==> src/hw/rtl/rmf_pkg.sv <==
// Package for the running median filter.
// Holds fixed widths, the sequencer state type and the control structs.
// No dependencies.
package rmf_pkg;

  localparam int unsigned SampleW     = 12;
  localparam int unsigned WinW        = 5;
  localparam int unsigned WindowReset = 5;
  localparam int unsigned StepW       = $clog2(SampleW);

  typedef enum logic [1:0] {
    ST_IDLE,
    ST_SCAN,
    ST_HOLD
  } state_e;

  typedef struct packed {
    logic wr;
    logic rot;
  } ring_ctl_t;

  typedef struct packed {
    logic busy;
    logic done;
  } sel_stat_t;

endpackage

==> src/hw/rtl/rmf_sample_if.sv <==
// Valid/ready channel carrying one input sample word.
// Depends on rmf_pkg.
interface rmf_sample_if;
  logic                          valid;
  logic                          ready;
  logic [rmf_pkg::SampleW-1:0]   sample;

  modport source (output valid, output sample, input ready);
  modport sink   (input valid, input sample, output ready);
endinterface

==> src/hw/rtl/rmf_median_if.sv <==
// Valid/ready channel carrying one median result word.
// Depends on rmf_pkg.
interface rmf_median_if;
  logic                          valid;
  logic                          ready;
  logic [rmf_pkg::SampleW-1:0]   median;

  modport source (output valid, output median, input ready);
  modport sink   (input valid, input median, output ready);
endinterface

==> src/hw/rtl/rmf_ring.sv <==
// Sample store: one circular shift register per ring slot, MSB tap exposed.
// Written at one slot, rotated one bit per cycle during a scan. Depends on rmf_pkg.
module rmf_ring #(
  parameter int unsigned Entries = 16,
  parameter int unsigned AddrW   = 4
) (
  input  logic                        clk_i,
  input  rmf_pkg::ring_ctl_t          ctl_i,
  input  logic [AddrW-1:0]            addr_i,
  input  logic [rmf_pkg::SampleW-1:0] data_i,
  output logic [Entries-1:0]          msb_o
);

  logic [rmf_pkg::SampleW-1:0] slot_q [Entries];

  always_ff @(posedge clk_i) begin
    for (int i = 0; i < Entries; i++) begin
      if (ctl_i.rot) begin
        slot_q[i] <= {slot_q[i][rmf_pkg::SampleW-2:0], slot_q[i][rmf_pkg::SampleW-1]};
      end else if (ctl_i.wr && (addr_i == AddrW'(i))) begin
        slot_q[i] <= data_i;
      end
    end
  end

  always_comb begin
    for (int i = 0; i < Entries; i++) begin
      msb_o[i] = slot_q[i][rmf_pkg::SampleW-1];
    end
  end

endmodule

==> src/hw/rtl/rmf_select.sv <==
// Bit-serial rank selector: one result bit per cycle, MSB first, by
// narrowing a candidate mask. Depends on rmf_pkg.
module rmf_select #(
  parameter int unsigned Entries = 16,
  parameter int unsigned CntW    = 5
) (
  input  logic                        clk_i,
  input  logic                        rst_ni,
  input  logic                        start_i,
  input  logic [CntW-1:0]             count_i,
  input  logic [Entries-1:0]          msb_i,
  output rmf_pkg::sel_stat_t          stat_o,
  output logic [rmf_pkg::SampleW-1:0] median_o
);

  logic [Entries-1:0]            mask_q, mask_d;
  logic [CntW-1:0]               rank_q, rank_d;
  logic [rmf_pkg::SampleW-1:0]   res_q, res_d;
  logic [rmf_pkg::StepW-1:0]     step_q, step_d;
  logic                          busy_q, busy_d;
  logic                          done_q, done_d;
  logic [CntW-1:0]               zeros;
  logic                          bit_one;

  always_comb begin
    zeros = '0;
    for (int i = 0; i < Entries; i++) begin
      zeros = zeros + CntW'(mask_q[i] & ~msb_i[i]);
    end
    bit_one = (rank_q >= zeros);
  end

  always_comb begin
    mask_d = mask_q;
    rank_d = rank_q;
    res_d  = res_q;
    step_d = step_q;
    busy_d = busy_q;
    done_d = 1'b0;
    if (start_i) begin
      for (int i = 0; i < Entries; i++) begin
        mask_d[i] = (CntW'(i) < count_i);
      end
      rank_d = count_i >> 1;
      step_d = '0;
      busy_d = 1'b1;
    end else if (busy_q) begin
      res_d = {res_q[rmf_pkg::SampleW-2:0], bit_one};
      if (bit_one) begin
        rank_d = rank_q - zeros;
        mask_d = mask_q & msb_i;
      end else begin
        mask_d = mask_q & ~msb_i;
      end
      step_d = step_q + 1'b1;
      if (step_q == rmf_pkg::StepW'(rmf_pkg::SampleW - 1)) begin
        busy_d = 1'b0;
        done_d = 1'b1;
      end
    end
  end

  always_ff @(posedge clk_i or negedge rst_ni) begin
    if (!rst_ni) begin
      busy_q <= 1'b0;
      done_q <= 1'b0;
      step_q <= '0;
    end else begin
      busy_q <= busy_d;
      done_q <= done_d;
      step_q <= step_d;
    end
  end

  always_ff @(posedge clk_i) begin
    mask_q <= mask_d;
    rank_q <= rank_d;
    res_q  <= res_d;
  end

  assign stat_o.busy = busy_q;
  assign stat_o.done = done_q;
  assign median_o    = res_q;

endmodule

==> src/hw/rtl/running_median_filter.sv <==
// Running median filter, top level: window register, ring pointers, sequencer.
// Depends on rmf_pkg, rmf_sample_if, rmf_median_if, rmf_ring, rmf_select.
//
// Usage:
//   sample_i is a valid/ready sink of 12-bit sample words; median_o is a
//   valid/ready source of 12-bit median words, one per sample.
//   The window register (cfg_we_i/cfg_wdata_i) is clamped to 1..MAX_SAMPLES
//   and restarts the filter (write slot and fill count cleared).
//   Result is the sample of rank count/2 (upper median) over the filled slots.
// Timing:
//   A word is taken in ST_IDLE, then the selector resolves one result bit
//   per cycle, MSB first, and raises done; the result is then loaded into
//   the output register and the sequencer returns to idle, so no new word
//   is taken until the current median has been loaded. The bit-serial
//   selector (a popcount over the candidate MSB taps each cycle) sets the rate.
// Reset: window 5, ring empty, output invalid.
// Stall: a finished median waits in the output register; a second finished
//   median holds the block until the first is taken.
module running_median_filter #(
  parameter int unsigned MAX_SAMPLES = 16
) (
  input  logic                      clk_i,
  input  logic                      rst_ni,
  input  logic                      cfg_we_i,
  input  logic [rmf_pkg::WinW-1:0]  cfg_wdata_i,
  rmf_sample_if.sink                sample_i,
  rmf_median_if.source              median_o
);

  localparam int unsigned CntW  = $clog2(MAX_SAMPLES + 1);
  localparam int unsigned AddrW = (MAX_SAMPLES > 1) ? $clog2(MAX_SAMPLES) : 1;
  localparam int unsigned WinRst =
    (rmf_pkg::WindowReset > MAX_SAMPLES) ? MAX_SAMPLES : rmf_pkg::WindowReset;

  rmf_pkg::state_e             state_q, state_d;
  logic [CntW-1:0]             window_q, window_d;
  logic [CntW-1:0]             fill_q, fill_d;
  logic [AddrW-1:0]            wp_q, wp_d;
  logic [AddrW-1:0]            wp_eff;
  logic [CntW-1:0]             wp_inc;
  logic                        out_valid_q;
  logic [rmf_pkg::SampleW-1:0] out_data_q;
  logic                        accept;
  logic                        out_free;
  logic                        load_out;
  rmf_pkg::ring_ctl_t          ring_ctl;
  rmf_pkg::sel_stat_t          sel_stat;
  logic [MAX_SAMPLES-1:0]      msb;
  logic [rmf_pkg::SampleW-1:0] sel_median;

  assign accept   = sample_i.valid && sample_i.ready;
  assign out_free = !out_valid_q || median_o.ready;

  // window clamp
  always_comb begin
    window_d = window_q;
    if (cfg_we_i) begin
      if (cfg_wdata_i == '0) begin
        window_d = CntW'(1);
      end else if (int'(cfg_wdata_i) > int'(MAX_SAMPLES)) begin
        window_d = CntW'(MAX_SAMPLES);
      end else begin
        window_d = CntW'(cfg_wdata_i);
      end
    end
  end

  always_comb begin
    wp_eff = (CntW'(wp_q) >= window_q) ? '0 : wp_q;
    wp_inc = CntW'(wp_eff) + 1'b1;
    wp_d   = wp_q;
    fill_d = fill_q;
    if (cfg_we_i) begin
      wp_d   = '0;
      fill_d = '0;
    end else if (accept) begin
      wp_d   = (wp_inc >= window_q) ? '0 : AddrW'(wp_inc);
      fill_d = (fill_q < window_q) ? fill_q + 1'b1 : window_q;
    end
  end

  // next state
  always_comb begin
    state_d = state_q;
    case (state_q)
      rmf_pkg::ST_IDLE: begin
        if (accept) state_d = rmf_pkg::ST_SCAN;
      end
      rmf_pkg::ST_SCAN: begin
        if (sel_stat.done) state_d = out_free ? rmf_pkg::ST_IDLE : rmf_pkg::ST_HOLD;
      end
      rmf_pkg::ST_HOLD: begin
        if (out_free) state_d = rmf_pkg::ST_IDLE;
      end
      default: state_d = rmf_pkg::ST_IDLE;
    endcase
  end

  // sequencer outputs
  always_comb begin
    sample_i.ready = 1'b0;
    load_out       = 1'b0;
    case (state_q)
      rmf_pkg::ST_IDLE: sample_i.ready = 1'b1;
      rmf_pkg::ST_SCAN: load_out = sel_stat.done && out_free;
      rmf_pkg::ST_HOLD: load_out = out_free;
      default: load_out = 1'b0;
    endcase
  end

  always_ff @(posedge clk_i or negedge rst_ni) begin
    if (!rst_ni) begin
      state_q     <= rmf_pkg::ST_IDLE;
      window_q    <= CntW'(WinRst);
      fill_q      <= '0;
      wp_q        <= '0;
      out_valid_q <= 1'b0;
    end else begin
      state_q  <= state_d;
      window_q <= window_d;
      fill_q   <= fill_d;
      wp_q     <= wp_d;
      if (load_out) begin
        out_valid_q <= 1'b1;
      end else if (median_o.ready) begin
        out_valid_q <= 1'b0;
      end
    end
  end

  always_ff @(posedge clk_i) begin
    if (load_out) out_data_q <= sel_median;
  end

  assign median_o.valid  = out_valid_q;
  assign median_o.median = out_data_q;

  assign ring_ctl.wr  = accept;
  assign ring_ctl.rot = sel_stat.busy;

  rmf_ring #(
    .Entries (MAX_SAMPLES),
    .AddrW   (AddrW)
  ) u_ring (
    .clk_i  (clk_i),
    .ctl_i  (ring_ctl),
    .addr_i (wp_eff),
    .data_i (sample_i.sample),
    .msb_o  (msb)
  );

  rmf_select #(
    .Entries (MAX_SAMPLES),
    .CntW    (CntW)
  ) u_select (
    .clk_i    (clk_i),
    .rst_ni   (rst_ni),
    .start_i  (accept),
    .count_i  (fill_d),
    .msb_i    (msb),
    .stat_o   (sel_stat),
    .median_o (sel_median)
  );

  a_fill_le_window: assert property (@(posedge clk_i) disable iff (!rst_ni)
    fill_q <= window_q)
    else $error("fill count above window");

  a_accept_starts_scan: assert property (@(posedge clk_i) disable iff (!rst_ni)
    accept |=> sel_stat.busy && state_q == rmf_pkg::ST_SCAN)
    else $error("scan did not start after accept");

  a_no_accept_busy: assert property (@(posedge clk_i) disable iff (!rst_ni)
    sample_i.ready |-> !sel_stat.busy && !sel_stat.done)
    else $error("input ready while selector active");

  a_done_pulse: assert property (@(posedge clk_i) disable iff (!rst_ni)
    sel_stat.done |=> !sel_stat.done)
    else $error("selector done longer than one cycle");

endmodule
==> src/flat_wrapper.sv <==
// flat-port wrapper written by rule: the top's interface ports become plain ports
module running_median_filter_flat 
#(
  parameter int unsigned MAX_SAMPLES = 16
)
  (clk_i, rst_ni, cfg_we_i, cfg_wdata_i, sample_i_valid, sample_i_sample, sample_i_ready, median_o_valid, median_o_median, median_o_ready);
  rmf_sample_if sample_i_i ();
  rmf_median_if median_o_i ();
  input  logic clk_i;
  input  logic rst_ni;
  input  logic cfg_we_i;
  input  logic [rmf_pkg::WinW-1:0] cfg_wdata_i;
  input wire logic [$bits(sample_i_i.valid)-1:0] sample_i_valid;
  input wire logic [$bits(sample_i_i.sample)-1:0] sample_i_sample;
  output wire logic [$bits(sample_i_i.ready)-1:0] sample_i_ready;
  output wire logic [$bits(median_o_i.valid)-1:0] median_o_valid;
  output wire logic [$bits(median_o_i.median)-1:0] median_o_median;
  input wire logic [$bits(median_o_i.ready)-1:0] median_o_ready;
  assign sample_i_i.valid = sample_i_valid;
  assign sample_i_i.sample = sample_i_sample;
  assign sample_i_ready = sample_i_i.ready;
  assign median_o_valid = median_o_i.valid;
  assign median_o_median = median_o_i.median;
  assign median_o_i.ready = median_o_ready;
  running_median_filter #(.MAX_SAMPLES(MAX_SAMPLES)) u_core (.clk_i(clk_i), .rst_ni(rst_ni), .cfg_we_i(cfg_we_i), .cfg_wdata_i(cfg_wdata_i), .sample_i(sample_i_i), .median_o(median_o_i));
endmodule
==> config.mk <==
export PLATFORM = sky130hd
export DESIGN_NAME = running_median_filter_flat
export DESIGN_NICKNAME = d
export VERILOG_FILES = /design/src/hw/rtl/rmf_pkg.sv /design/src/hw/rtl/rmf_sample_if.sv /design/src/hw/rtl/rmf_median_if.sv /design/src/hw/rtl/rmf_ring.sv /design/src/hw/rtl/rmf_select.sv /design/src/hw/rtl/running_median_filter.sv /design/src/flat_wrapper.sv
export SDC_FILE = /design/constraint.sdc
export NUM_CORES = 1
export LEC_CHECK = 0
export BUFFER_PORTS_ARGS = -buffer_cell sky130_fd_sc_hd__buf_2
export CAP_MARGIN = 20
export CORE_MARGIN = 10
export CORE_UTILIZATION = 60
export CTS_BUF_LIST = sky130_fd_sc_hd__clkbuf_4 sky130_fd_sc_hd__clkbuf_8 sky130_fd_sc_hd__clkbuf_16
export CTS_CLUSTER_SIZE = 8
export DETAILED_ROUTE_END_ITERATION = 7
export PLACE_DENSITY = 0.76
export SLEW_MARGIN = 15
export SYNTH_ARGS = -nofsm -noshare
export SYNTH_HDL_FRONTEND = slang
export SYNTH_SLANG_ARGS = --single-unit
==> constraint.sdc <==
create_clock -name clk_i -period 5.95 [get_ports clk_i]
set_input_delay 0.595 -clock clk_i [delete_from_list [all_inputs] [get_ports clk_i]]
set_output_delay 0.595 -clock clk_i [all_outputs]
set_load 0.1 [all_outputs]
==> flow_summary.toml, run 1 <==
[run_status]
status = "complete, no violations"

[timing]
hold_viol_final = 0
finalSetupViolations = 0
fin_crit_ns = 5.40
max_slew_margin_pct = 30.8
holdWs_ns = 0.0699
rsz0062_at_grt = "no"
slew_viol_final = 0
fmax_mhz = 185
clock_skew_ns = 0.0303
tightest_slew_ns = 1.04
setup_tns_ns = 0
fin_crit_sh_pct = 90.7

[clocking]
cts_hold_buf = 0
cts_max_level = 2
cts_tree = "done"
postCtsResizedCells = 0
clockBufferDepth = 3
clk_latency_ns = 0.51
clk_pin_slew_worst_paths_ns = 0.05
cts_buffers = 38
post-cts-setup-buffer-count = 0
clock_sinks = 260
cts_root_buf = "clkbuf_16"

[grt]
grt_pass1_vias = 7392
grt_pass1_wl_um = 41600
grt_start_max_net_pins = 33
grt_usage_pct = 18.4
antenna_found_initial = 0
overflow = 0

[synthesis]
ys_ff_latch = 260
synth_common_cells = "edfxtp_1 (236), mux2_2 (132), mux2_4 (60), nand2_1 (39), ha_1 (32)"
avgSynthCellArea_um2 = 15.3
synth_most_common_cell = "edfxtp_1"
synthTopCellsByArea = "edfxtp_1 (55%), mux2_2 (12%), mux2_4 (7.0%)"
async_flop_share_pct = 8.85
ys_seq_area_share_pct = 60.0
yosysUniqueCellTypes = 62
synthesis.area_um2 = 12800
synth_flop_cell = "edfxtp_1"
synth_edf_count = 236
synth_nets = 904
synth_area_leader_cell = "edfxtp_1"
synth_top_area_share_pct = 55.3
yosys_warnings = 0
synth_cells = 839

[final_layout]
fill_cells = 1368
postLayoutCellArea_um2 = 14300
seqCellArea_um2 = 7680
drive_above_1_share_pct = 36.0
diodes = 0
instances_no_fill = 1167
multi_input_area_um2 = 4790
fin_util_pct = 68.0
nNetsFinal = 944
syn2layout_area_growth_pct = 11.5

[floorplanning]
core_um2 = 21000
dieArea_um2 = 27600
die_w_um = 166
start_util_pct = 61.0
ioPinCount = 36
die-height_um = 166
rows = 53

[setup_path]
worstPathArrival_ns = 5.63
ff2ff_path_depth = 18
critPathRequiredTime_ns = 6.18
path_class = "flip-flop to flip-flop"
endpoint_kind = "flip-flop"
crit_start = "u_core.u_ring.slot_q[0][59]"
ff2ff_setup_slack_ns = 0.55
timing.rr.end = "u_core.u_select.mask_q[6]"
crit_fanout = 19
start_kind = "flip-flop"
regToRegStartpoint = "u_core.u_ring.slot_q[0][59]"

[hold_path]
hp-class = "input port to asynchronous set/reset pin"

[route]
drt_iter0_drc = 568
vias_per_cell = 6.11
vias = 7134
antenna_left = 0
wl_per_cell_um = 22.2
drt-pass1-iter-count = 5
drc = 0
drt_wl_total_um = 25900

[place]
port_buffers = 35
gp_congestion = 0.850
dp_cells = 1109
placed_cell_area_um2 = 13100
dp_hpwl_um = 16900

[power_and_ir_drop]
cellPowerDensity_nw_per_um2 = 378
irDropWorstVdd_v = 0.000289
leakage_nw = 5.13

[flow_run]
max_cap_violations = 0
power breakdown:
| group | total, W | internal [W] | switching, W |
|---|---|---|---|
| logic | 0.00100 | 0.000353 | 0.000649 |
| registers | 0.00241 | 0.00231 | 0.000103 |
| clock network | 0.00199 | 0.00127 | 0.000718 |
worst max path at each step:
stage	end	slack (ns)	cells after the start
after floorplan	u_core.u_select.rank_q[0]	0.89	19
after global placement	u_core.u_select.mask_q[6]	0.72	18
after detailed placement	u_core.u_select.mask_q[6]	0.58	18
after CTS	u_core.u_select.mask_q[6]	0.56	18
after global routing	u_core.u_select.mask_q[6]	0.39	18
final	u_core.u_select.mask_q[6]	0.55	18
layout make-up:
| class | instances | share of cell area (%) |
|---|---|---|
| clock buffers | 51 | 7.46 |
| multi-input cells | 503 | 33.5 |
| flip-flops and latches | 260 | 53.8 |
| repair buffers | 46 | 1.80 |
| clock inverters | 2 | 0.271 |
| well taps | 275 | 2.41 |
| inverters | 30 | 0.788 |
flip-flops by register name (all words and copies together) (netlist names), 2 cells and up:
name and cells:
u_core.u_ring.slot_q 192, u_core.u_select.mask_q 16, u_core.median_o.median 12, u_core.u_select.median_o 12, u_core.fill_q 5, u_core.u_select.rank_q 5, u_core.window_q 5, u_core.u_select.step_q 4
u_core.wp_q 4, u_core.state_q 2
per-layer routing:
metal  up-vias  wire, um  global-route usage (%)
li1       3221         -                       -
met1      3665     11300                    24.6
met2       211     12900                    30.5
met3        37      1220                    3.19
met4         0       399                    4.39
met5         -         0                       0
through the flow:
stage / power [W] / setup WS, ns
after detailed placement: 0.00342 / 0.584
final: 0.00541 / 0.555
after floorplan: 0.00314 / 0.895
after global placement: 0.00335 / 0.723
after CTS: 0.00541 / 0.564
after global routing: 0.00563 / 0.386
cell usage in the layout, fill, tap and decap left out, types with 12 or more instances in the layout:
master	synthesis	layout
a21oi_1	16	16
buf_2	14	35
clkbuf_16	0	39
clkbuf_4	0	12
dfrtp_1	21	21
edfxtp_1	236	236
ha_1	32	32
inv_1	30	30
mux2_2	132	132
mux2_4	60	60
nand2_1	39	39
nand2b_1	14	14
nand3_1	22	22
nor2_1	21	21
nor2b_1	13	13
o21ai_0	23	22
xnor2_1	18	18
worst max-delay path: stages, from the launching register on:
cell      delay, ns
edfxtp_1       0.43
nand2b_1       0.19
fa_1           0.54
inv_1          0.05
fa_1           0.50
inv_1          0.05
fa_1           0.47
fa_1           0.56
inv_1          0.05
ha_1           0.22
fa_1           0.50
inv_1          0.07
ha_1           0.31
a21o_1         0.16
a21oi_1        0.17
o21ai_2        0.08
buf_4          0.23
xnor2_1        0.17
a311o_1        0.36
cells by family (layout without fill, tap and decap cells):
| logic type | after synthesis | in the layout | synth area share (%) |
|---|---|---|---|
| flip-flops | 260 | 260 | 60.0 |
| multiplexers | 193 | 193 | 18.7 |
| buffers and inverters | 76 | 129 | 2.87 |
| adder cells (fa/ha/maj) | 43 | 43 | 4.84 |
| AO/OA/AOI/OAI | 96 | 96 | 5.27 |
| XOR/XNOR | 29 | 29 | 1.98 |
| AND/OR/NAND/NOR | 142 | 142 | 6.37 |
(Power assumes the default switching activity.)
==> run 2: changes to the inputs <==
- CELL_PAD_IN_SITES_DETAIL_PLACEMENT: default -> 1
- CELL_PAD_IN_SITES_GLOBAL_PLACEMENT: default -> 2
- CORE_UTILIZATION: 60 -> 47
- PLACE_DENSITY: 0.76 -> 0.79
==> run 2 against run 1 <==
Net effect:
- utilization fell by 14 points
- hold slack improved by 0.0083 ns
- die area is 24% higher
- non-clock buffer count stayed put
- critical path type unchanged
- wire length is 13% higher
- setup slack got worse by 0.089 ns
- global-route usage shrank 0.94 points
==> flow_summary.toml, run 2 (synthesis results as in run 1) <==
[timing]
setup_tns_ns = 0
clock_skew_ns = 0.0214
hold_viol_final = 0
rsz0062_at_grt = "no"
max_slew_margin_pct = 29.7
slew_viol_final = 0
tightest_slew_ns = 1.05
fin_crit_ns = 5.48
finalSetupViolations = 0
fmax_mhz = 182
holdWs_ns = 0.0781
fin_crit_sh_pct = 92.2

[final_layout]
drive_above_1_share_pct = 36.1
top_regs = "u_core.u_ring.slot_q (192), u_core.u_select.mask_q (16)"
top_register = "u_core.u_ring.slot_q"
nNetsFinal = 944
syn2layout_area_growth_pct = 12.4
largest_reg_flops = 192
diodes = 0
fill_cells = 2554
final_cell_mix = "edfxtp_1 (236), mux2_2 (132), mux2_4 (60), clkbuf_16 (40), nand2_1 (39)"
final_common_cell = "edfxtp_1"

[setup_path]
path_cells = "nand2b_1 -> fa_1 -> inv_1 -> fa_1 -> inv_1 -> fa_1 -> fa_1 -> inv_1 -> ha_1 -> fa_1 -> inv_1 -> ha_1 -> a21o_1 -> a21oi_1 -> o21ai_2 -> buf_12 -> xnor2_1 -> a21oi_1 -> nor2_1"
crit_top_cell = "fa_1"
worstPathArrival_ns = 5.74
critPathRequiredTime_ns = 6.21
critPathSlowestCell = "fa_1"
path_class = "flip-flop to flip-flop"
crit_fanout = 11
start_kind = "flip-flop"
max_stage_delay_ns = 0.55
endpoint_kind = "flip-flop"

[power_and_ir_drop]
cellPowerDensity_nw_per_um2 = 382
irDropWorstVdd_v = 0.000211
leakage_nw = 5.14

[route]
vias = 7078
drt_wl_total_um = 29300
vias_per_cell = 5.74
antenna_left = 0
wl_per_cell_um = 23.8
drt-pass1-iter-count = 4
drt_iter0_drc = 483
drc = 0

[clocking]
clk_latency_ns = 0.53
cts_max_level = 2
clk_pin_slew_worst_paths_ns = 0.05
post-cts-setup-buffer-count = 0
clock_sinks = 260
postCtsResizedCells = 0
cts_tree = "done"
cts_hold_buf = 0
cts_root_buf = "clkbuf_16"
cts_buffers = 38
clockBufferDepth = 3

[grt]
overflow = 0
grt_usage_pct = 17.4
antenna_found_initial = 1
grt_pass1_vias = 7712
grt_start_max_net_pins = 33
grt_pass1_wl_um = 46000

[floorplanning]
core_um2 = 26900
die_w_um = 185
start_util_pct = 47.7
ioPinCount = 36
die-height_um = 185
rows = 60
dieArea_um2 = 34300

[run_status]
status = "complete, no violations"

[place]
dp_hpwl_um = 18800
port_buffers = 35
gp_congestion = 0.844

[flow_run]
max_cap_violations = 0

[hold_path]
hp-class = "input port to asynchronous set/reset pin"
-- run 2: cell types whose count changed in the layout (fill, tap and decap cells not counted), sizes merged --
cell	before	now
clkinv	0	2
bufinv	1	0
inv	31	30
-- run 2: final timing paths --
kind | start | to | slack [ns] | depth (start not counted)
worst max-delay path | u_core.u_ring.slot_q[0][59] | u_core.u_select.mask_q[3] | 0.47 | 19
worst min-delay path | rst_ni | u_core.window_q[4] | 0.08 | 1
worst max register to register | u_core.u_ring.slot_q[0][59] | u_core.u_select.mask_q[3] | 0.47 | 19
worst min register to register | u_core.u_select.median_o[11] | u_core.median_o.median[11] | 0.44 | 0
max in group asynchronous | rst_ni | u_core.wp_q[2] | 5.48 | 1
min in group clk_i | cfg_wdata_i[4] | u_core.window_q[0] | 0.28 | 2
-- run 2: critical path, delay by kind of cell (launching register included) --
family | cells | cell delay (ns)
xor+xnor | 1 | 0.08
buf+inv | 5 | 0.44
compound gates | 4 | 0.92
flops | 1 | 0.42
fa+ha+maj | 7 | 3.07
simple gates | 2 | 0.28
-- run 2: final cells by class --
| class | count | area [um^2] | share of cell area (%) |
|---|---|---|---|
| clock buffer | 51 | 1080 | 7.52 |
| clock inverter | 2 | 32.5 | 0.226 |
| inverter | 30 | 113 | 0.782 |
| multi-input combinational | 503 | 4790 | 33.3 |
| sequential | 260 | 7680 | 53.4 |
| tap | 341 | 427 | 2.96 |
| timing repair buffer | 46 | 270 | 1.88 |
-- run 2: stage by stage --
step / worst slack, ns / utilization (%) / instance area (um^2) / std cells / power [W]
final: 0.466 / 53.6 / 14400 / 1233 / 0.00549
after global routing: 0.198 / 53.6 / 14400 / 1233 / 0.00576
after CTS: 0.442 / 53.4 / 14300 / 1228 / 0.00553
after detailed placement: 0.485 / 49.2 / 13200 / 1175 / 0.00347
after global placement: 0.661 / 49.2 / 13200 / 1173 / 0.00340
after floorplan: 0.895 / - / 12800 / 839 / 0.00314
-- run 2: per-layer routing --
metal	wire [um]	vias to the layer above	GRT usage, %
met2	14500	120	29.5
met4	616	0	4.49
met5	0	-	0
met1	13100	3701	22.6
li1	-	3209	-
met3	1100	48	3.06
-- run 2: report_power, final --
part / internal [W] / switching, W / leakage, nW / total (W)
clock network: 0.00126 / 0.000783 / 0.557 / 0.00204
logic: 0.000371 / 0.000673 / 2.29 / 0.00104
registers: 0.00231 / 0.000103 / 2.29 / 0.00241
total: 0.00394 / 0.00156 / 5.14 / 0.00549
